File: src/rtl/ccam_pkg.sv
// ----------------------------------------------------------------------------
// Calendar clock package
// Shared types, register indexes, calendar limits and the month-length and
// leap-year helpers used by the calendar clock with alarm match.
// ----------------------------------------------------------------------------
`timescale 1ns / 1ps
`default_nettype none

package ccam_pkg;

   // Kind of request word.
   typedef enum logic {
      REQ_TICK = 1'b0,
      REQ_LOAD = 1'b1
   } req_kind_type;

   // Configuration register indexes.
   localparam int          CSR_INDEX_BITS = 4;
   localparam int          CSR_DATA_BITS  = 16;
   localparam logic [3:0]  CSR_ENABLE       = 4'd0;
   localparam logic [3:0]  CSR_ALARM_MODE   = 4'd1;
   localparam logic [3:0]  CSR_ALARM_SECOND = 4'd2;
   localparam logic [3:0]  CSR_ALARM_MINUTE = 4'd3;
   localparam logic [3:0]  CSR_ALARM_HOUR   = 4'd4;
   localparam logic [3:0]  CSR_ALARM_DAY    = 4'd5;
   localparam logic [3:0]  CSR_ALARM_MONTH  = 4'd6;
   localparam logic [3:0]  CSR_ALARM_YEAR   = 4'd7;

   // Alarm modes; each mode adds one more field to the compare.
   localparam logic [2:0]  ALARM_OFF          = 3'd0;
   localparam logic [2:0]  ALARM_SS           = 3'd1;
   localparam logic [2:0]  ALARM_MMSS         = 3'd2;
   localparam logic [2:0]  ALARM_HHMMSS       = 3'd3;
   localparam logic [2:0]  ALARM_DDHHMMSS     = 3'd4;
   localparam logic [2:0]  ALARM_MMDDHHMMSS   = 3'd5;
   localparam logic [2:0]  ALARM_YYMMDDHHMMSS = 3'd6;

   // Calendar limits, sized for the carry sums in the cascade.
   localparam logic [6:0]  SEC_WRAP        = 7'd60;
   localparam logic [6:0]  MIN_WRAP        = 7'd60;
   localparam logic [5:0]  HOUR_WRAP       = 6'd24;
   localparam logic [5:0]  FEB_SHORT_DAYS  = 6'd28;
   localparam logic [4:0]  MONTHS_PER_YEAR = 5'd12;

   // Reset values of the time counters.
   localparam logic [15:0] YEAR_DEFAULT  = 16'd2000;
   localparam logic [3:0]  MONTH_DEFAULT = 4'd1;
   localparam logic [4:0]  DAY_DEFAULT   = 5'd1;

   // Multiplicative inverse of 25 modulo 2^16 and the largest product that
   // marks a multiple of 25.
   localparam logic [15:0] INV_25     = 16'd23593;
   localparam logic [15:0] DIV25_LIMIT = 16'd2621;

   typedef struct packed {
      logic [5:0] second;
      logic [5:0] minute;
      logic [4:0] hour;
      logic [4:0] day;
      logic [3:0] month;
   } time_type;

   typedef struct packed {
      logic [2:0] mode;
      logic [5:0] second;
      logic [5:0] minute;
      logic [4:0] hour;
      logic [4:0] day;
      logic [3:0] month;
   } alarm_cfg_type;

   // Gregorian leap year. A multiple of 25 is found by multiplying with the
   // inverse of 25: the low half of the product is small only for multiples.
   function automatic logic leap_of(input logic [15:0] year);
      logic [31:0] prod;
      logic        div25;
      prod  = year * INV_25;
      div25 = (prod[15:0] <= DIV25_LIMIT);
      return (year[1:0] == 2'd0) && (!div25 || (year[3:0] == 4'd0));
   endfunction

   // Days in a month. Months outside 1..12 count as 30-day months.
   function automatic logic [4:0] month_len(input logic [3:0] month, input logic leap);
      logic [4:0] len;
      case (month) inside
         4'd2:                                   len = leap ? 5'd29 : 5'd28;
         4'd1, 4'd3, 4'd5, 4'd7, 4'd8, 4'd10, 4'd12: len = 5'd31;
         default:                                len = 5'd30;
      endcase
      return len;
   endfunction

endpackage

`default_nettype wire

File: src/rtl/ccam_csr.sv
// ----------------------------------------------------------------------------
// Calendar clock configuration registers
// Holds the enable bit and the alarm registers written over the CSR port.
// ----------------------------------------------------------------------------
`timescale 1ns / 1ps
`default_nettype none

module ccam_csr #(
   parameter int YEAR_BITS = 16
) (
   input  wire logic                                 clock,
   input  wire logic                                 reset,
   input  wire logic                                 csr_write,
   input  wire logic [ccam_pkg::CSR_INDEX_BITS-1:0]  csr_index,
   input  wire logic [ccam_pkg::CSR_DATA_BITS-1:0]   csr_wdata,
   output ccam_pkg::alarm_cfg_type                   alarm_cfg,
   output logic      [YEAR_BITS-1:0]                 alarm_year,
   output logic                                      enable
);

   ccam_pkg::alarm_cfg_type cfg_ff;
   logic [YEAR_BITS-1:0]    year_ff;
   logic                    enable_ff;

   always_ff @(posedge clock) begin
      if (reset) begin
         enable_ff     <= 1'b0;
         cfg_ff.mode   <= ccam_pkg::ALARM_OFF;
         cfg_ff.second <= 6'd0;
         cfg_ff.minute <= 6'd0;
         cfg_ff.hour   <= 5'd0;
         cfg_ff.day    <= ccam_pkg::DAY_DEFAULT;
         cfg_ff.month  <= ccam_pkg::MONTH_DEFAULT;
         year_ff       <= '0;
      end else if (csr_write) begin
         unique case (csr_index)
            ccam_pkg::CSR_ENABLE:       enable_ff     <= csr_wdata[0];
            ccam_pkg::CSR_ALARM_MODE:   cfg_ff.mode   <= csr_wdata[2:0];
            ccam_pkg::CSR_ALARM_SECOND: cfg_ff.second <= csr_wdata[5:0];
            ccam_pkg::CSR_ALARM_MINUTE: cfg_ff.minute <= csr_wdata[5:0];
            ccam_pkg::CSR_ALARM_HOUR:   cfg_ff.hour   <= csr_wdata[4:0];
            ccam_pkg::CSR_ALARM_DAY:    cfg_ff.day    <= csr_wdata[4:0];
            ccam_pkg::CSR_ALARM_MONTH:  cfg_ff.month  <= csr_wdata[3:0];
            ccam_pkg::CSR_ALARM_YEAR:   year_ff       <= csr_wdata[YEAR_BITS-1:0];
            default: begin
               // Writes to unmapped indexes are dropped.
            end
         endcase
      end
   end

   assign alarm_cfg  = cfg_ff;
   assign alarm_year = year_ff;
   assign enable     = enable_ff;

endmodule

`default_nettype wire

File: src/rtl/ccam_time.sv
// ----------------------------------------------------------------------------
// Calendar clock time counters
// Time and date registers with the one-second carry cascade and a leap flag.
// ----------------------------------------------------------------------------
`timescale 1ns / 1ps
`default_nettype none

module ccam_time #(
   parameter int YEAR_BITS = 16
) (
   input  wire logic                     clock,
   input  wire logic                     reset,
   input  wire logic                     tick_en,
   input  wire logic                     load_en,
   input  ccam_pkg::time_type            load_time,
   input  wire logic [YEAR_BITS-1:0]     load_year,
   output ccam_pkg::time_type            time_next,
   output logic      [YEAR_BITS-1:0]     year_next
);

   localparam logic [YEAR_BITS-1:0] YEAR_RESET = ccam_pkg::YEAR_DEFAULT[YEAR_BITS-1:0];

   ccam_pkg::time_type    time_ff;
   logic [YEAR_BITS-1:0]  year_ff;
   logic                  leap_ff;

   ccam_pkg::time_type    tick_time;
   logic [YEAR_BITS-1:0]  tick_year;
   logic [6:0]            sec_sum;
   logic [6:0]            min_sum;
   logic [5:0]            hour_sum;
   logic [5:0]            day_sum;
   logic [4:0]            month_sum;
   logic [4:0]            days_in_month;
   logic                  sec_carry;
   logic                  min_carry;
   logic                  hour_carry;
   logic                  day_carry;
   logic                  month_carry;
   logic [YEAR_BITS-1:0]  leap_year_src;

   // Each field is normalized whether or not a carry reaches it, so loaded
   // values beyond range clear on the next enabled tick.
   always_comb begin
      sec_sum     = {1'b0, time_ff.second} + 7'd1;
      sec_carry   = (sec_sum >= ccam_pkg::SEC_WRAP);
      min_sum     = {1'b0, time_ff.minute} + {6'd0, sec_carry};
      min_carry   = (min_sum >= ccam_pkg::MIN_WRAP);
      hour_sum    = {1'b0, time_ff.hour} + {5'd0, min_carry};
      hour_carry  = (hour_sum >= ccam_pkg::HOUR_WRAP);
      day_sum     = {1'b0, time_ff.day} + {5'd0, hour_carry};
      days_in_month = ccam_pkg::month_len(time_ff.month, leap_ff);
      day_carry   = (day_sum > ccam_pkg::FEB_SHORT_DAYS) && (day_sum > {1'b0, days_in_month});
      month_sum   = {1'b0, time_ff.month} + {4'd0, day_carry};
      month_carry = (month_sum > ccam_pkg::MONTHS_PER_YEAR);

      tick_time.second = sec_carry   ? 6'd0 : sec_sum[5:0];
      tick_time.minute = min_carry   ? 6'd0 : min_sum[5:0];
      tick_time.hour   = hour_carry  ? 5'd0 : hour_sum[4:0];
      tick_time.day    = day_carry   ? ccam_pkg::DAY_DEFAULT : day_sum[4:0];
      tick_time.month  = month_carry ? ccam_pkg::MONTH_DEFAULT : month_sum[3:0];
      tick_year        = month_carry ? (year_ff + YEAR_BITS'(1)) : year_ff;
   end

   always_comb begin
      if (load_en) begin
         time_next = load_time;
         year_next = load_year;
      end else if (tick_en) begin
         time_next = tick_time;
         year_next = tick_year;
      end else begin
         time_next = time_ff;
         year_next = year_ff;
      end
   end

   // The leap flag trails the year register, updating in the cycle after it. After a year
   // carry the month is January, so the stale flag is never consulted; a
   // load takes the flag of the loaded year directly.
   assign leap_year_src = load_en ? load_year : year_ff;

   always_ff @(posedge clock) begin
      if (reset) begin
         time_ff.second <= 6'd0;
         time_ff.minute <= 6'd0;
         time_ff.hour   <= 5'd0;
         time_ff.day    <= ccam_pkg::DAY_DEFAULT;
         time_ff.month  <= ccam_pkg::MONTH_DEFAULT;
         year_ff        <= YEAR_RESET;
         leap_ff        <= ccam_pkg::leap_of(16'(YEAR_RESET));
      end else begin
         time_ff <= time_next;
         year_ff <= year_next;
         leap_ff <= ccam_pkg::leap_of(16'(leap_year_src));
      end
   end

endmodule

`default_nettype wire

File: src/rtl/ccam_alarm.sv
// ----------------------------------------------------------------------------
// Calendar clock alarm compare
// Matches the updated time against the alarm registers under the alarm mode.
// ----------------------------------------------------------------------------
`timescale 1ns / 1ps
`default_nettype none

module ccam_alarm #(
   parameter int YEAR_BITS = 16
) (
   input  ccam_pkg::alarm_cfg_type       alarm_cfg,
   input  wire logic [YEAR_BITS-1:0]     alarm_year,
   input  ccam_pkg::time_type            time_now,
   input  wire logic [YEAR_BITS-1:0]     year_now,
   output logic                          match
);

   logic sec_eq;
   logic min_eq;
   logic hour_eq;
   logic day_eq;
   logic month_eq;
   logic year_eq;

   always_comb begin
      sec_eq   = (time_now.second == alarm_cfg.second);
      min_eq   = (time_now.minute == alarm_cfg.minute);
      hour_eq  = (time_now.hour   == alarm_cfg.hour);
      day_eq   = (time_now.day    == alarm_cfg.day);
      month_eq = (time_now.month  == alarm_cfg.month);
      year_eq  = (year_now        == alarm_year);

      // Each higher mode adds one field; mode 7 compares everything.
      match = (alarm_cfg.mode != ccam_pkg::ALARM_OFF) && sec_eq
           && ((alarm_cfg.mode < ccam_pkg::ALARM_MMSS)         || min_eq)
           && ((alarm_cfg.mode < ccam_pkg::ALARM_HHMMSS)       || hour_eq)
           && ((alarm_cfg.mode < ccam_pkg::ALARM_DDHHMMSS)     || day_eq)
           && ((alarm_cfg.mode < ccam_pkg::ALARM_MMDDHHMMSS)   || month_eq)
           && ((alarm_cfg.mode < ccam_pkg::ALARM_YYMMDDHHMMSS) || year_eq);
   end

endmodule

`default_nettype wire

File: src/rtl/calendar_clock_with_alarm_match.sv
// ----------------------------------------------------------------------------
// Calendar clock with alarm match
// Real-time calendar advanced by tick words and set by load words, with an
// alarm compare on every enabled tick and one response word per request.
//
//   Channel | Ports                          | Direction | Moves
//   --------+--------------------------------+-----------+------------------
//   req     | req_valid, req_stall, req_*    | in        | tick or load word
//   rsp     | rsp_valid, rsp_stall, rsp_*    | out       | time + alarm word
//   csr     | csr_write, csr_index, csr_wdata| in        | register write
//
// One request word is taken every cycle while req is not stalled; a response
// appears once its request has passed the request register, then the response
// register. The rate is set by the update of the time counters, which closes
// on itself. Reset is synchronous and active high; the time resets to
// 2000-01-01 00:00:00 and the clock is disabled. A stall on rsp holds the
// response register and, once the request register is also full, stalls req.
// ----------------------------------------------------------------------------
`timescale 1ns / 1ps
`default_nettype none

module calendar_clock_with_alarm_match #(
   parameter int YEAR_BITS = 16
) (
   input  wire logic                                 clock,
   input  wire logic                                 reset,

   input  wire logic                                 req_valid,
   output logic                                      req_stall,
   input  wire logic                                 req_type,
   input  wire logic [15:0]                          req_load_year,
   input  wire logic [3:0]                           req_load_month,
   input  wire logic [4:0]                           req_load_day,
   input  wire logic [4:0]                           req_load_hour,
   input  wire logic [5:0]                           req_load_minute,
   input  wire logic [5:0]                           req_load_second,

   output logic                                      rsp_valid,
   input  wire logic                                 rsp_stall,
   output logic                                      rsp_alarm_hit,
   output logic      [5:0]                           rsp_cur_second,
   output logic      [5:0]                           rsp_cur_minute,
   output logic      [4:0]                           rsp_cur_hour,
   output logic      [4:0]                           rsp_cur_day,
   output logic      [3:0]                           rsp_cur_month,
   output logic      [15:0]                          rsp_cur_year,

   input  wire logic                                 csr_write,
   input  wire logic [ccam_pkg::CSR_INDEX_BITS-1:0]  csr_index,
   input  wire logic [ccam_pkg::CSR_DATA_BITS-1:0]   csr_wdata
);

   // Request register.
   logic                    s1_valid_ff;
   logic                    s1_valid_in;
   ccam_pkg::req_kind_type  s1_type_ff;
   ccam_pkg::time_type      s1_time_ff;
   logic [YEAR_BITS-1:0]    s1_year_ff;

   // Response register.
   logic                    rsp_valid_ff;
   logic                    rsp_valid_in;
   logic                    rsp_hit_ff;
   logic                    rsp_hit_in;
   ccam_pkg::time_type      rsp_time_ff;
   logic [YEAR_BITS-1:0]    rsp_year_ff;

   logic                    req_accept;
   logic                    s1_move;
   logic                    s1_fire;
   logic                    tick_en;
   logic                    load_en;

   ccam_pkg::alarm_cfg_type alarm_cfg;
   logic [YEAR_BITS-1:0]    alarm_year;
   logic                    enable;
   ccam_pkg::time_type      time_next;
   logic [YEAR_BITS-1:0]    year_next;
   logic                    alarm_fire;

   // The request register drains whenever the response register is empty or
   // being taken, so a new word can enter every cycle.
   assign s1_move    = !rsp_valid_ff || !rsp_stall;
   assign s1_fire    = s1_valid_ff && s1_move;
   assign req_stall  = s1_valid_ff && !s1_move;
   assign req_accept = req_valid && !req_stall;

   assign s1_valid_in  = req_accept || (s1_valid_ff && !s1_move);
   assign rsp_valid_in = s1_fire || (rsp_valid_ff && rsp_stall);

   assign load_en = s1_fire && (s1_type_ff == ccam_pkg::REQ_LOAD);
   assign tick_en = s1_fire && (s1_type_ff == ccam_pkg::REQ_TICK) && enable;

   // Loads never raise the alarm; a disabled tick does not either.
   assign rsp_hit_in = tick_en && alarm_fire;

   always_ff @(posedge clock) begin
      if (reset) begin
         s1_valid_ff  <= 1'b0;
         rsp_valid_ff <= 1'b0;
      end else begin
         s1_valid_ff  <= s1_valid_in;
         rsp_valid_ff <= rsp_valid_in;
      end
   end

   always_ff @(posedge clock) begin
      if (req_accept) begin
         s1_type_ff        <= ccam_pkg::req_kind_type'(req_type);
         s1_time_ff.second <= req_load_second;
         s1_time_ff.minute <= req_load_minute;
         s1_time_ff.hour   <= req_load_hour;
         s1_time_ff.day    <= req_load_day;
         s1_time_ff.month  <= req_load_month;
         s1_year_ff        <= req_load_year[YEAR_BITS-1:0];
      end
   end

   always_ff @(posedge clock) begin
      if (s1_fire) begin
         rsp_hit_ff  <= rsp_hit_in;
         rsp_time_ff <= time_next;
         rsp_year_ff <= year_next;
      end
   end

   ccam_csr #(
      .YEAR_BITS (YEAR_BITS)
   ) u_csr (
      .clock      (clock),
      .reset      (reset),
      .csr_write  (csr_write),
      .csr_index  (csr_index),
      .csr_wdata  (csr_wdata),
      .alarm_cfg  (alarm_cfg),
      .alarm_year (alarm_year),
      .enable     (enable)
   );

   ccam_time #(
      .YEAR_BITS (YEAR_BITS)
   ) u_time (
      .clock     (clock),
      .reset     (reset),
      .tick_en   (tick_en),
      .load_en   (load_en),
      .load_time (s1_time_ff),
      .load_year (s1_year_ff),
      .time_next (time_next),
      .year_next (year_next)
   );

   // The compare sees the time as it stands after this word's update.
   ccam_alarm #(
      .YEAR_BITS (YEAR_BITS)
   ) u_alarm (
      .alarm_cfg  (alarm_cfg),
      .alarm_year (alarm_year),
      .time_now   (time_next),
      .year_now   (year_next),
      .match      (alarm_fire)
   );

   assign rsp_valid      = rsp_valid_ff;
   assign rsp_alarm_hit  = rsp_hit_ff;
   assign rsp_cur_second = rsp_time_ff.second;
   assign rsp_cur_minute = rsp_time_ff.minute;
   assign rsp_cur_hour   = rsp_time_ff.hour;
   assign rsp_cur_day    = rsp_time_ff.day;
   assign rsp_cur_month  = rsp_time_ff.month;
   assign rsp_cur_year   = 16'(rsp_year_ff);

`ifndef SYNTHESIS
   // A word leaving the request register always lands in the response register.
   assert property (@(posedge clock) disable iff (reset)
      s1_fire |=> rsp_valid_ff)
      else $error("request word lost between stages");

   // A held request word keeps its payload while the response side stalls.
   assert property (@(posedge clock) disable iff (reset)
      (s1_valid_ff && !s1_move) |=> (s1_valid_ff && $stable(s1_time_ff)
                                     && $stable(s1_year_ff) && $stable(s1_type_ff)))
      else $error("stalled request word changed");

   // A load word never reports an alarm.
   assert property (@(posedge clock) disable iff (reset)
      load_en |=> !rsp_hit_ff)
      else $error("alarm raised on a load word");

   // A tick while disabled leaves the time untouched and raises no alarm.
   assert property (@(posedge clock) disable iff (reset)
      (s1_fire && (s1_type_ff == ccam_pkg::REQ_TICK) && !enable)
         |-> ((time_next == u_time.time_ff) && (year_next == u_time.year_ff)
              && !rsp_hit_in))
      else $error("disabled tick moved the time");
`endif

endmodule

`default_nettype wire

File: config.mk
export PLATFORM = sky130hd
export DESIGN_NAME = calendar_clock_with_alarm_match
export DESIGN_NICKNAME = d
export VERILOG_FILES = /design/src/rtl/ccam_pkg.sv /design/src/rtl/ccam_csr.sv /design/src/rtl/ccam_time.sv /design/src/rtl/ccam_alarm.sv /design/src/rtl/calendar_clock_with_alarm_match.sv
export SDC_FILE = /design/constraint.sdc
export NUM_CORES = 1
export LEC_CHECK = 0
export ABC_AREA = 1
export BUFFER_PORTS_ARGS = -buffer_cell sky130_fd_sc_hd__buf_2
export CORE_MARGIN = 2
export CORE_UTILIZATION = 50
export CTS_BUF_LIST = sky130_fd_sc_hd__clkbuf_16
export CTS_CLUSTER_SIZE = 24
export DETAILED_ROUTE_END_ITERATION = 7
export GPL_ROUTABILITY_DRIVEN = 0
export MAX_ROUTING_LAYER = met4
export PLACE_DENSITY = 0.79
export SLEW_MARGIN = 20
export SYNTH_ARGS = -nofsm -noshare
export SYNTH_HDL_FRONTEND = slang
export SYNTH_SLANG_ARGS = --single-unit
File: constraint.sdc
create_clock -name clock -period 7 [get_ports clock]
set_input_delay 0.35 -clock clock [delete_from_list [all_inputs] [get_ports clock]]
set_output_delay 0.35 -clock clock [all_outputs]
set_load 0.03 [all_outputs]
==> results.py, run 1 <==
metrics = {
    "job": {
        "maxCapViolations": 0,
    },
    "die": {
        "start_util_pct": 50.7,
        "fp-row-count": 52,
        "die_w_um": 147,
        "ios": 113,
        "die_area_um2": 21500,
        "fp.dieH_um": 147,
        "coreArea_um2": 20100,
    },
    "power_and_ir_drop": {
        "p_per_area_nw_per_um2": 247,
        "p_leak_uw": 0.00555,
        "ir_drop_uv": 161,
        "power.total_uw": 2900,
    },
    "cts": {
        "clockBufferDepth": 2,
        "clkSinkCount": 177,
        "cts_tree": "done",
        "clock_latency_ns": 0.44,
        "root_buffer": "clkbuf_16",
        "cts_made_buffers": 17,
        "h-tree-depth": 4,
        "clk_pin_slew_ns": 0.08,
    },
    "sta": {
        "setup-violations-final": 0,
        "slew_violations": 0,
        "tightestPinTransition_ns": 1.00,
        "fin_crit_sh_pct": 97.3,
        "max_freq_mhz": 147,
        "fin_ws_ns": 0.189,
        "tns_ns": 0,
        "skew_ns": 0.0168,
        "finalCriticalPeriod_ns": 6.81,
        "slew_headroom_pct": 33.0,
        "hold_violations": 0,
    },
    "critical_path": {
        "path_class": "register to register",
        "arrival_ns": 7.11,
        "path_max_fanout": 7,
        "timing.rr.start": "u_time.time_ff[20]",
        "cpMostUsedCell": "nand2_1",
        "crit_path_start": "u_time.time_ff[20]",
        "slowest_stage": "dfxtp_4",
        "critical_path.max_stage_delay_ns": 0.37,
        "critPathCaptureType": "register",
        "required_ns": 7.29,
        "start_kind": "register",
        "rr_worst_depth": 46,
    },
    "detailed_routing": {
        "firstDrtPassIters": 5,
        "first_iter_violations": 632,
        "route.detailed.drc": 0,
        "num_vias": 8476,
        "vias_per_cell": 5.20,
        "wl_mm": 25.3,
        "wl_per_cell_um": 15.5,
        "ant_nets": 0,
    },
    "final_layout": {
        "final_cell_mix": "nand2_1, inv_1, nor2_1",
        "mostFrequentLayoutCell": "nand2_1",
        "final_util_pct": 58.4,
        "synthToLayoutAreaGrowth_pct": 15.2,
        "drive_gt1_share_pct": 17.0,
        "antenna_cells": 0,
        "layout.nets": 1507,
    },
    "yosys": {
        "synth_cell_types": 48,
        "async_flop_share_pct": 0,
        "syn_area_um2": 10200,
        "synth.ff_latch_count": 177,
        "synth_seq_area_share_pct": 43.2,
        "synth_edf_count": 86,
        "ys_top_cells_by_area": "edfxtp_1, dfxtp_1, ha_1",
        "avgSynthCellArea_um2": 8.28,
        "yosysTopAreaCellShare_pct": 25.4,
        "ys.warnings.count": 0,
        "synth_nets": 1390,
        "synthCells": 1230,
        "synthFlopType": "dfxtp_1",
        "yosys.area.top_type": "edfxtp_1",
    },
    "placement": {
        "port_buffers": 112,
        "dp.final_hpwl_mm": 18.2,
        "place_ws_ns": 0.0920,
    },
    "grt": {
        "gr-total-overflow": 0,
        "grt_pass1_vias": 8136,
        "grt_start_max_net_pins": 50,
        "antenna_found_initial": 0,
        "grt_pass1_wl_mm": 40.3,
        "track_usage_pct": 24.4,
    },
    "hold_path": {
        "min_path_cells": 1,
        "hold_start": "req_load_second[2]",
        "hp-class": "primary input to register",
    },
    "status": {
        "status": "finished clean",
    },
}
path summary, 6_finish.rpt:
kind | endpoint | slack (ns)
worst max-delay path | rsp_alarm_hit | 0.19
worst min-delay path | s1_time_ff[22] | 0.08
worst max register to register | rsp_alarm_hit | 0.19
worst min register to register | u_csr.alarm_cfg[25] | 0.47
worst max-delay path: cells and delay by family (launching register included):
family,cells,cell delay (ns)
AO/OA/AOI/OAI,3,0.50
flip-flops,1,0.37
adder cells (fa/ha/maj),9,1.82
AND/OR/NAND/NOR,29,3.15
buffers and inverters,2,0.22
XOR/XNOR,3,0.56
cell type report:
class	count	area, µm²
Fill cell	1677	8370
Multi-Input combinational cell	809	4920
Sequential cell	177	4410
Inverter	217	816
Timing Repair Buffer	125	658
Clock buffer	17	425
Tap cell	270	338
Clock inverter	15	155
sequential cells by signal, indices dropped and copies added, names as in the netlist, 4 cells and up:
signal            count
u_csr.alarm_year     16
u_time.year_ff       16
u_csr.alarm_cfg      29
rsp_cur_hour          5
rsp_cur_month         4
rsp_cur_day           5
rsp_cur_second        6
u_time.time_ff       26
rsp_cur_minute        6
s1_time_ff           26
rsp_cur_year         16
s1_year_ff           16
synthesized netlist by cell type, drive strengths merged (8+ instances only):
cell,number
nand2,258
inv,216
nor2,149
dfxtp,91
edfxtp,86
o21ai,85
ha,74
nand3,62
a21oi,49
nand4,23
xor2,23
fa,18
xnor2,16
or2,15
clkbuf,14
buf,13
nand3b,8
cell families (layout without fill, tap and decap cells):
| kind of cell | Yosys count | in the layout | synth area share [%] |
|---|---|---|---|
| xor+xnor | 39 | 39 | 3.35 |
| compound gates | 153 | 153 | 8.49 |
| simple gates | 525 | 525 | 22.7 |
| buf+inv | 244 | 374 | 9.59 |
| fa+ha+maj | 92 | 92 | 12.6 |
| flops | 177 | 177 | 43.2 |
what timing repair did:
item / in CTS / in global routing
setup buffers: 0 / 7
resized for setup: 1 / 32
hold endpoints to repair: 0 / 0
pin swaps: 0 / 11
endpoints found under the setup margin: 1 / 14
hold buffers: 0 / 0
cloned: 0 / 0
metrics by stage:
| stage | cell area, µm² | instances | hold WS, ns |
|---|---|---|---|
| finish | 11700 | 1630 | 0.0787 |
| global route | 11700 | 1630 | 0.0704 |
| CTS | 11600 | 1623 | 0.0694 |
| detailed placement | 11000 | 1591 | 0.460 |
| global placement | 11000 | 1591 | 0.458 |
| floorplan | 10200 | 1230 | 0.434 |
metal layers:
metal	track usage (%)	vias up	part of all wire, %
met4	8.40	0	2.2
met5	-	-	0
met1	33.2	3892	45
met2	37.5	352	46
met3	3.66	48	7.0
li1	-	4184	-
report_power, final:
part	switching, µW	internal (µW)
logic	477	310
registers	28.8	1140
clock network	416	529
total	921	1980
(Power assumes the default switching activity.)
==> run 2, diff against run 1 <==
--- a/config.mk
+++ b/config.mk
@@ -13,6 +13,7 @@
 export CTS_CLUSTER_SIZE = 24
 export DETAILED_ROUTE_END_ITERATION = 7
 export GPL_ROUTABILITY_DRIVEN = 0
+export GPL_TIMING_DRIVEN = 0
 export MAX_ROUTING_LAYER = met4
 export PLACE_DENSITY = 0.79
 export SLEW_MARGIN = 20
==> run 2 against run 1 <==
Net effect:
- hold slack worse by 0.0044 ns
- sequential power about the same
- cell count up 1.5%
- non-clock buffer count up 23
- largest power group unchanged
- clock-buffer cell count unchanged
- critical path depth down 3
- sequential cell count unchanged
- global-route usage up 1.5 points
- die area unchanged
==> results.py, run 2 (synthesis gave the netlist of run 1 again) <==
metrics = {
    "die": {
        "die_w_um": 147,
        "ios": 113,
        "fp.dieH_um": 147,
        "coreArea_um2": 20100,
        "start_util_pct": 50.7,
        "fp-row-count": 52,
        "die_area_um2": 21500,
    },
    "final_layout": {
        "mostFrequentLayoutCell": "nand2_1",
        "final_cell_mix": "nand2_1, inv_1, nor2_1",
        "final_util_pct": 59.3,
        "drive_gt1_share_pct": 17.8,
        "fillerInstances": 1694,
        "antenna_cells": 0,
        "seq_area_um2": 4420,
        "multi_input_area_um2": 4930,
        "layout.nets": 1531,
        "synthToLayoutAreaGrowth_pct": 16.9,
        "largest_reg_flops": 29,
    },
    "placement": {
        "place_ws_ns": -0.395,
        "dp.final_hpwl_mm": 19.6,
        "port_buffers": 111,
    },
    "cts": {
        "root_buffer": "clkbuf_16",
        "h-tree-depth": 4,
        "cts_tree": "done",
        "clk_pin_slew_ns": 0.08,
        "clkSinkCount": 177,
        "clockBufferDepth": 2,
        "clock_latency_ns": 0.44,
        "cts_made_buffers": 17,
    },
    "power_and_ir_drop": {
        "ir_drop_uv": 149,
        "switching_share_pct": 33.9,
        "combPwrFrac_pct": 27.4,
        "p_leak_uw": 0.00564,
        "pwr-share-seq_pct": 39.9,
        "switching_power_uw": 994,
        "p_per_area_nw_per_um2": 246,
        "p_clk_share_pct": 32.8,
        "p_int_uw": 1940,
    },
    "grt": {
        "antenna_found_initial": 0,
        "grt_start_max_net_pins": 30,
        "grt_pass1_wl_mm": 42.1,
        "grt_pass1_vias": 8283,
        "track_usage_pct": 25.9,
        "gr-total-overflow": 0,
    },
    "detailed_routing": {
        "route.detailed.drc": 0,
        "vias_per_cell": 5.28,
        "first_iter_violations": 912,
        "wl_per_cell_um": 16.4,
        "firstDrtPassIters": 5,
        "num_vias": 8733,
        "ant_nets": 0,
        "wl_mm": 27.1,
    },
    "critical_path": {
        "worst-path-buf-inv": 1,
        "critPathCaptureType": "register",
        "arrival_ns": 7.08,
        "rr_worst_depth": 43,
        "path_max_fanout": 6,
        "cpMostUsedCell": "nand2_1",
        "crit_cells": 43,
        "path_delay_family": "simple AND/OR/NAND/NOR gates",
        "start_kind": "register",
        "critical_path.max_stage_delay_ns": 0.38,
        "required_ns": 7.28,
        "slowest_stage": "dfxtp_4",
        "path_class": "register to register",
    },
    "sta": {
        "tightestPinTransition_ns": 0.850,
        "fin_ws_ns": 0.207,
        "tns_ns": 0,
        "slew_violations": 0,
        "slew_headroom_pct": 43.3,
        "setup-violations-final": 0,
        "max_freq_mhz": 147,
        "finalCriticalPeriod_ns": 6.79,
        "hold_violations": 0,
        "skew_ns": 0.0161,
        "fin_crit_sh_pct": 97.0,
    },
    "status": {
        "status": "finished clean",
    },
    "job": {
        "maxCapViolations": 0,
    },
    "hold_path": {
        "hp-class": "primary input to register",
        "min_path_cells": 1,
    },
}
run 2: changes by cell type in the layout (fill, tap and decap cells not counted), sizes merged:
| cell | change |
|---|---|
| clkinvlp | -2 |
| nor2 | +1 |
| clkbuf | +14 |
| inv | +4 |
| buf | +9 |
| bufinv | -2 |
run 2: final cells by class:
type / instances / share of cell area, %
Inverter: 217 / 6.84
Sequential cell: 177 / 37.1
Tap cell: 270 / 2.84
Timing Repair Buffer: 121 / 5.50
Buffer: 27 / 1.40
Multi-Input combinational cell: 810 / 41.4
Clock inverter: 15 / 1.38
Clock buffer: 17 / 3.57
run 2: timing repair:
| action | in CTS | in global routing |
|---|---|---|
| setup endpoints to repair | 1 | 1 |
| setup buffers | 2 | 6 |
| pin swaps | 5 | 17 |
| cloned | 1 | 0 |
| hold buffers | 0 | 0 |
| resized for setup | 15 | 21 |
run 2: power by group through the flow:
stage               Combinational (µW)  Sequential (µW)  Clock, µW
floorplan                          566             1210          0
global placement                   751             1190          0
detailed placement                 790             1190          0
CTS                                801             1170        966
global route                       925             1170        999
finish                             801             1170        960
run 2: worst paths after layout:
kind / from / endpoint / slack, ns
max: u_time.time_ff[22] / rsp_alarm_hit / 0.21
min reg2reg: u_csr.alarm_cfg[14] / u_csr.alarm_cfg[14] / 0.47
max reg2reg: u_time.time_ff[22] / rsp_alarm_hit / 0.21
min: req_load_minute[1] / s1_time_ff[15] / 0.07
run 2: layer usage:
metal,global-route usage (%),part of all wire (%)
met2,39.7,45
met5,-,0
met4,11.9,4.3
met3,3.51,8.1
met1,34.4,42
run 2: worst reg2reg max path: cells and delay by family (launching register included):
| family | cells | cell delay (ns) |
|---|---|---|
| adders and majority gates | 9 | 1.87 |
| and+or+nand+nor | 27 | 3.17 |
| buffers and inverters | 1 | 0.10 |
| AOI/OAI and AO/OA | 3 | 0.53 |
| xor gates and xnor gates | 3 | 0.58 |
| DFF | 1 | 0.38 |
run 2: through the flow:
step	total power [µW]	cell area, µm²	hold slack, ns	cells
after floorplan	1780	10200	0.434	1230
after global placement	1940	11100	0.453	1611
after detailed placement	1980	11100	0.461	1613
after CTS	2930	11800	0.0686	1648
after global routing	3100	11900	0.0746	1654
final	2930	11900	0.0743	1654
==> run 3, diff against run 2 <==
--- a/config.mk
+++ b/config.mk
@@ -6,16 +6,16 @@
 export NUM_CORES = 1
 export LEC_CHECK = 0
 export ABC_AREA = 1
-export BUFFER_PORTS_ARGS = -buffer_cell sky130_fd_sc_hd__buf_2
 export CORE_MARGIN = 2
 export CORE_UTILIZATION = 50
 export CTS_BUF_LIST = sky130_fd_sc_hd__clkbuf_16
 export CTS_CLUSTER_SIZE = 24
 export DETAILED_ROUTE_END_ITERATION = 7
+export DONT_BUFFER_PORTS = 1
 export GPL_ROUTABILITY_DRIVEN = 0
 export GPL_TIMING_DRIVEN = 0
 export MAX_ROUTING_LAYER = met4
-export PLACE_DENSITY = 0.79
+export PLACE_DENSITY = 0.74
 export SLEW_MARGIN = 20
 export SYNTH_ARGS = -nofsm -noshare
 export SYNTH_HDL_FRONTEND = slang
==> run 3 against run 2 <==
Net effect:
- sequential share of layout area rose by 0.37 points
- global-route usage fell by 0.41 points
- die area did not move
- combinational power fell by 6.4%
- via count fell by 3.8%
- clock power fell by 4.0%
- non-clock buffer count fell by 67
- core utilization fell by 0.70 points
- sequential cell count did not move
- critical path type unchanged
- largest cell class unchanged
- highest routed layer unchanged
==> results.py, run 3 (synthesis gave the netlist of run 1 again) <==
metrics = {
    "status": {
        "status": "finished clean",
    },
    "grt": {
        "antenna_found_initial": 1,
        "grt_pass1_wl_mm": 41.1,
        "grt_start_max_net_pins": 31,
        "gr-total-overflow": 0,
        "grt_pass1_vias": 8045,
        "track_usage_pct": 25.5,
    },
    "die": {
        "die_w_um": 147,
        "ios": 113,
        "fp.dieH_um": 147,
        "die_area_um2": 21500,
        "fp-row-count": 52,
        "coreArea_um2": 20100,
        "start_util_pct": 50.7,
    },
    "cts": {
        "root_buffer": "clkbuf_16",
        "cts_made_buffers": 17,
        "h-tree-depth": 4,
        "clockBufferDepth": 2,
        "clk_pin_slew_ns": 0.07,
        "clock_latency_ns": 0.44,
        "clkSinkCount": 177,
        "cts_tree": "done",
    },
    "final_layout": {
        "final_area_um2": 11800,
        "mostFrequentLayoutCell": "nand2_1",
        "synthToLayoutAreaGrowth_pct": 15.6,
        "largest_reg_flops": 29,
        "layout.nets": 1463,
        "final_cell_mix": "nand2_1, inv_1, nor2_1",
        "drive_gt1_share_pct": 9.80,
    },
    "critical_path": {
        "path_class": "register to register",
        "critPathCaptureType": "register",
        "path_max_fanout": 10,
        "critical_path.max_stage_delay_ns": 0.39,
        "start_kind": "register",
        "arrival_ns": 6.93,
        "slowest_stage": "dfxtp_1",
        "cpMostUsedCell": "nand2_1",
        "required_ns": 7.29,
        "rr_worst_depth": 42,
    },
    "power_and_ir_drop": {
        "ir_drop_uv": 193,
        "power.total_uw": 2870,
        "p_per_area_nw_per_um2": 244,
        "p_leak_uw": 0.00537,
    },
    "sta": {
        "setup-violations-final": 0,
        "tightestPinTransition_ns": 0.771,
        "slew_violations": 0,
        "slew_headroom_pct": 48.6,
        "max_freq_mhz": 151,
        "hold_ws_ns": 0.0344,
        "fin_crit_sh_pct": 94.9,
        "tns_ns": 0,
        "hold_violations": 0,
        "fin_ws_ns": 0.357,
        "skew_ns": 0.0104,
        "finalCriticalPeriod_ns": 6.64,
    },
    "detailed_routing": {
        "wl_per_cell_um": 16.7,
        "vias_per_cell": 5.29,
        "firstDrtPassIters": 5,
        "wl_mm": 26.5,
        "ant_nets": 0,
        "first_iter_violations": 685,
        "num_vias": 8399,
        "route.detailed.drc": 0,
    },
    "placement": {
        "place_ws_ns": -0.354,
        "dpl_cell_area_um2": 10600,
        "dp.final_hpwl_mm": 19.4,
        "port_buffers": 0,
    },
    "hold_path": {
        "min_path_cells": 1,
        "hp-class": "primary input to register",
    },
    "job": {
        "maxCapViolations": 0,
    },
}
==> run 3: cell count changes in the layout (fill, tap and decap cells not counted), sizes merged <==
cell / before / now
buf: 134 / 24
bufinv: 0 / 1
clkinv: 8 / 4
clkinvlp: 0 / 2
diode: 0 / 1
dlygate4sd3: 0 / 43
inv: 224 / 225
nor2: 150 / 149
==> run 3: critical path, delay by kind of cell, from the launching register on <==
kind	cells	cell delay, ns
DFF	1	0.39
adders and majority gates	9	2.02
and+or+nand+nor	26	2.92
xor gates and xnor gates	3	0.64
buffers and inverters	1	0.18
AOI/OAI and AO/OA	3	0.33
==> run 3: final cells by class <==
cell class	count	area, µm²
Clock buffer	17	425
Tap cell	270	338
Inverter	217	815
Clock inverter	15	136
Timing Repair Buffer	54	551
Sequential cell	177	4410
Buffer	27	166
Antenna cell	1	2.50
Fill cell	1713	8330
Multi-Input combinational cell	809	4930
==> run 3: path summary, 6_finish.rpt <==
kind	from	end	slack (ns)
worst min register to register	u_csr.alarm_cfg[9]	u_csr.alarm_cfg[9]	0.47
worst min-delay path	req_valid	s1_valid_ff	0.03
worst max-delay path	u_time.time_ff[21]	rsp_alarm_hit	0.36
worst max register to register	u_time.time_ff[21]	rsp_alarm_hit	0.36
==> run 3: per-layer routing <==
| layer | track usage [%] | part of all wire, % |
|---|---|---|
| met5 | - | 0 |
| met2 | 39.5 | 45 |
| met3 | 5.37 | 8.7 |
| met4 | 9.85 | 3.3 |
| met1 | 33.1 | 43 |
==> run 3: metrics by stage <==
stage	util, %	std cells
final	58.6	1587
after global routing	58.6	1587
after CTS	57.7	1577
after detailed placement	52.6	1502
after global placement	52.4	1500
after floorplan	-	1230
==> run 3: repair_timing <==
item,in CTS,in global routing
endpoints found under the hold margin,38,5
setup endpoints to repair,1,1
setup buffers,5,4
hold buffers,38,5
gates cloned,0,0
gates resized for setup,14,17
pin swaps,7,13
==> run 3: power breakdown <==
group	switching [µW]	internal [µW]	total (µW)	leakage, µW
Clock	427	495	922	0.000282
Sequential	56.6	1140	1200	0.00156
Combinational	440	310	750	0.00353
